===== config.mk =====
export PLATFORM = sky130hd
export DESIGN_NAME = ptsoc_div10
export DESIGN_NICKNAME = d
export VERILOG_FILES = /design/src/ptsoc_pkg.sv /design/src/ptsoc_div10.sv
export SDC_FILE = /design/constraint.sdc
export NUM_CORES = 1
export LEC_CHECK = 0
export ABC_CLOCK_PERIOD_IN_PS = 8900
export BUFFER_PORTS_ARGS = -buffer_cell sky130_fd_sc_hd__buf_4
export CAP_MARGIN = 20
export CORE_MARGIN = 2
export CORE_UTILIZATION = 60
export CTS_CLUSTER_DIAMETER = 150
export DETAILED_ROUTE_END_ITERATION = 16
export GPL_ROUTABILITY_DRIVEN = 1
export PLACE_DENSITY_LB_ADDON = 0.12
export RECOVER_POWER = 100
export SETUP_SLACK_MARGIN = 0.02
export SYNTH_ARGS = -nofsm -noshare
export SYNTH_HDL_FRONTEND = slang
export SYNTH_SLANG_ARGS = --single-unit

===== constraint.sdc =====
create_clock -name clk -period 8.9 [get_ports clk]
set_input_delay 2.67 -clock clk [delete_from_list [all_inputs] [get_ports clk]]
set_output_delay 2.67 -clock clk [all_outputs]
set_load 0.02 [all_outputs]

===== src/ptsoc_pkg.sv =====
package ptsoc_pkg;

  localparam int RAW_W     = 24;
  localparam int CAL_W     = 16;
  localparam int TEMP_W    = 19;
  localparam int PRES_W    = 23;
  localparam int CFG_IDX_W = 3;

  localparam int DT_W   = 25;
  localparam int PT_W   = 42;
  localparam int DT2_W  = 48;
  localparam int DEV_W  = 18;
  localparam int TI_W   = 17;
  localparam int DEV2_W = 34;
  localparam int SENS_W = 38;
  localparam int OFF_W  = 38;
  localparam int PL_W   = 42;
  localparam int PH_W   = 45;
  localparam int PROD_W = 63;
  localparam int T_W    = 42;
  localparam int A_W    = 43;
  localparam int MAG_W  = 32;
  localparam int PRD_W  = 2 * MAG_W;
  localparam int QUO_W  = PRD_W - 35;

  localparam int TEMP_SHIFT = 23;
  localparam int SENS_SHIFT = 8;
  localparam int OFF_SHIFT  = 7;
  localparam int PROD_SHIFT = 21;
  localparam int PRES_SHIFT = 13;
  localparam int DIV10_SHIFT = 35;

  localparam int LATENCY = 12;

  localparam logic signed [TEMP_W:0] TEMP_REF    = 20'sd2000;
  localparam logic [MAG_W-1:0]       DIV10_MAGIC = 32'hCCCC_CCCD;

  typedef enum logic [CFG_IDX_W-1:0] {
    REG_C1 = 3'd0,
    REG_C2 = 3'd1,
    REG_C3 = 3'd2,
    REG_C4 = 3'd3,
    REG_C5 = 3'd4,
    REG_C6 = 3'd5
  } ptsoc_reg_t;

  typedef struct packed {
    logic             vld;
    logic             neg;
    logic [MAG_W-1:0] mag;
  } ptsoc_div_beat_t;

endpackage


===== src/ptsoc_div10.sv =====
module ptsoc_div10 import ptsoc_pkg::*; (
  input  logic                     clk,
  input  logic                     rst_n,
  input  ptsoc_div_beat_t          beat_i,
  output logic                     vld_o,
  output logic signed [PRES_W-1:0] quo_o
);

  logic [PRD_W-1:0]        prd_r, prd_nxt;
  logic                    neg_r;
  logic                    vld1_r, vld2_r;
  logic [QUO_W-1:0]        q;
  logic [QUO_W-1:0]        qs;
  logic signed [PRES_W-1:0] quo_r, quo_nxt;

  always_comb begin
    prd_nxt = PRD_W'(beat_i.mag) * PRD_W'(DIV10_MAGIC);
  end

  always_comb begin
    q       = prd_r[PRD_W-1:DIV10_SHIFT];
    qs      = neg_r ? (~q + QUO_W'(1)) : q;
    quo_nxt = qs[PRES_W-1:0];
  end

  always_ff @(posedge clk) begin
    prd_r <= prd_nxt;
    neg_r <= beat_i.neg;
    quo_r <= quo_nxt;
  end

  always_ff @(posedge clk) begin
    if (!rst_n) begin
      vld1_r <= 1'b0;
      vld2_r <= 1'b0;
    end else begin
      vld1_r <= beat_i.vld;
      vld2_r <= vld1_r;
    end
  end

  assign vld_o = vld2_r;
  assign quo_o = quo_r;

endmodule


==> results by group <==
Clocking
  – CTS root buffer: clkbuf_16
  – CTS tree: done
  – CTS Hold Buffers Added: 0
  – Clock transition at the registers of the reported paths: 0.07 ns
  – Skew-Pair Late Insertion Delay: 0.29 ns
  – CTS sink count: 49
  – Clock Path Buffers: 2
  – CTS H-tree depth: 2
  – CTS Buf Count: 5

Floorplan
  – Placeable Area: 0.0285 sq mm
  – Die extent in x: 174 um
  – Chip Height: 174 um
  – Die area: 0.0302 sq mm
  – I/O Pins: 60
  – Initial Util: 60.5%
  – Cell Rows: 62

GRT
  – Antenna violations before repair: 0
  – Remaining Overflow, GRT: 0
  – GR Util met2: 59.1%
  – Largest net degree at the start of global routing: 24
  – GRT Overall Usage: 34.9%
  – Gr busiest metal: met2
  – Number of global-route vias before repair: 14.0k
  – Met1 Usage GRT: 43.9%
  – First-pass GRT wire length: 77900 um
  – GR Util met3: 4.65%

STA
  – Minimum clock period: 8.70 ns
  – Final setup fails: 0
  – Rel. slew slack: 47.2%
  – Max-slew violation count: 0
  – RSZ-0062 raised after global routing: no
  – Max Clock Freq: 0.115 GHz
  – Setup_tns: 0 ns
  – Hold Fails Final Rpt: 0
  – Worst hold margin: 0.393 ns
  – Worst-margin pin slew: 0.791 ns
  – Worst Skew: 0.00418 ns
  – Fin crit share: 97.7%

Critical path
  – Worst Setup Start Kind: input pin
  – Critical Path AT: 8.91 ns
  – Setup CP Type: input pin to register
  – Worst Setup End Kind: register
  – Crit Path Max Fanout: 4
  – CP Data Required Time: 9.12 ns

Routing
  – Vias: 12.6k
  – Wire per inst: 21.2 um
  – Total Wirelength: 50200 um
  – Drt initial violations: 712
  – Antenna-violating nets left: 0
  – Vias per cell: 5.34
  – DRT Pass-1 Iters: 5
  – # DRC: 0

Cells and area
  – Final Non-Filler Cells: 2366
  – Share of cells above drive strength 1: 15.6%
  – Layout area overhead: 17.0%
  – Number of diodes: 0
  – Final nets: 2713

Placement
  – Routability cong.: 0.984
  – Port-buffer cells: 59
  – Inst Count DP: 2356
  – DP HPWL: 46700 um

Synthesis
  – Mean post-synth cell area: 10.2 sq um
  – Syn Inst Count: 1693
  – Number of synthesized register bits: 49
  – EDFF count, synth: 0
  – Async SR Flop Fraction: 0%
  – Synthesized area: 0.0173 sq mm
  – Main synth FF type: dfxtp_1
  – Ys Warns: 0
  – Seq/Total Area, Yosys: 5.68%
  – Synth cell types: 55
  – Syn Nets: 2425

Run
  – Max Cap Viol: 0

Status
  – Status: complete, no violations

Min path
  – Worst Hold Class: register to register
## registers in the layout, indices dropped and copies added (netlist names)
signal and count:
prd_r 23, quo_o 23, neg_r 1, vld1_r 1, vld_o 1
## layer usage
layer,wire length (um),share of wire (%)
met5,0,0
met2,24500,49
met3,2660,5.3
met4,3360,6.7
met1,19600,39
## stage by stage
step	cell area, sq um	setup WS, ns	utilization (%)
2_1_floorplan	17300	0.239	-
3_3_place_gp	19900	-0.323	69.6
3_5_place_dp	19900	-0.401	69.6
4_1_cts	20100	0.0335	70.3
5_1_grt	20200	0.0211	70.8
6_report	20200	0.202	70.8
## repair_timing
| item | in CTS | in global routing |
|---|---|---|
| pin swaps | 0 | 27 |
| endpoints found under the setup margin | 11 | 15 |
| buffers inserted | 0 | 2 |
| resized for setup | 6 | 44 |
## layout make-up
cell class / count / area (sq um)
sequential: 49 / 981
multi-input combinational: 1076 / 14400
tap: 384 / 480
clock buffer: 6 / 139
inverter: 560 / 2100
clock inverter: 2 / 37.5
timing repair buffer: 289 / 2070
fill: 2316 / 8330
## cell usage after synthesis (all sizes together) (2+ instances only)
master  number  share of area [%]
a211oi       9               0.39
a21boi       2              0.087
a21o        29                1.3
a21oi       51                1.5
a221o        2               0.12
a221oi       2               0.10
a311oi       2               0.10
a31oi        5               0.18
and2        12               0.43
and3         5               0.18
and4         3               0.15
buf          4               0.14
clkbuf       4              0.087
dfxtp       49                5.7
fa         393                 46
ha         303                 22
inv        560                 12
nand2       39               0.85
nand2b       3               0.11
nand3       14               0.41
nand4       13               0.47
nor2        17               0.37
nor2b        4               0.14
nor3         7               0.20
nor4         3               0.11
o211ai       9               0.39
o21a         3               0.13
o21ai       34                1.0
o21bai       2              0.087
o31ai        7               0.36
o41ai        5               0.41
or3          3               0.14
or4          3               0.17
xnor2       47                2.4
xor2        33                1.7
## worst max-delay path, cell delays in order
cell and delay, ns:
buf_4 0.13, ha_1 0.26, inv_1 0.12, buf_4 0.16, fa_1 0.53, inv_1 0.05, fa_1 0.51, inv_1 0.07
fa_1 0.50, inv_1 0.05, fa_1 0.55, fa_1 0.42, fa_1 0.51, fa_1 0.42, ha_1 0.32, a21oi_1 0.15
o21ai_1 0.13, a211oi_2 0.18, o211ai_1 0.12, buf_4 0.17, a211oi_4 0.33, o21ai_2 0.10, clkbuf_4 0.15, a21oi_1 0.17
xnor2_1 0.14
## logic make-up (layout without fill, tap and decap cells)
logic type,count (synthesis),count (layout),share of synthesized area [%]
and+or+nand+nor,128,128,3.82
DFF,49,49,5.68
buffers and inverters,568,857,12.4
adders and majority gates,696,696,67.5
AOI/OAI and AO/OA,172,172,6.60
xor gates and xnor gates,80,80,4.05
## path summary, 6_finish.rpt
path / from / to / slack [ns] / cells past startpoint
setup / recovery: beat_i[14] / prd_r[52] / 0.20 / 25
hold reg to reg: prd_r[35] / quo_o[0] / 0.39 / 0
hold / removal: prd_r[35] / quo_o[0] / 0.39 / 0
setup reg to reg: prd_r[38] / quo_o[22] / 6.47 / 8
## layout by cell type (no fill, tap or decap), types with 7 or more instances in the layout
cell,n
a21o_1,29
a21oi_1,48
and2_1,10
buf_4,256
clkbuf_1,26
dfxtp_1,49
fa_1,393
ha_1,293
ha_4,9
inv_1,560
nand2_1,39
nand3_1,13
nand4_1,13
nor2_1,14
o211ai_1,9
o21ai_0,28
o31ai_1,7
xnor2_1,47
xor2_1,33
Power is not shown: default switching activity piles up to over one toggle a cycle in this logic, so the estimate is an artifact.
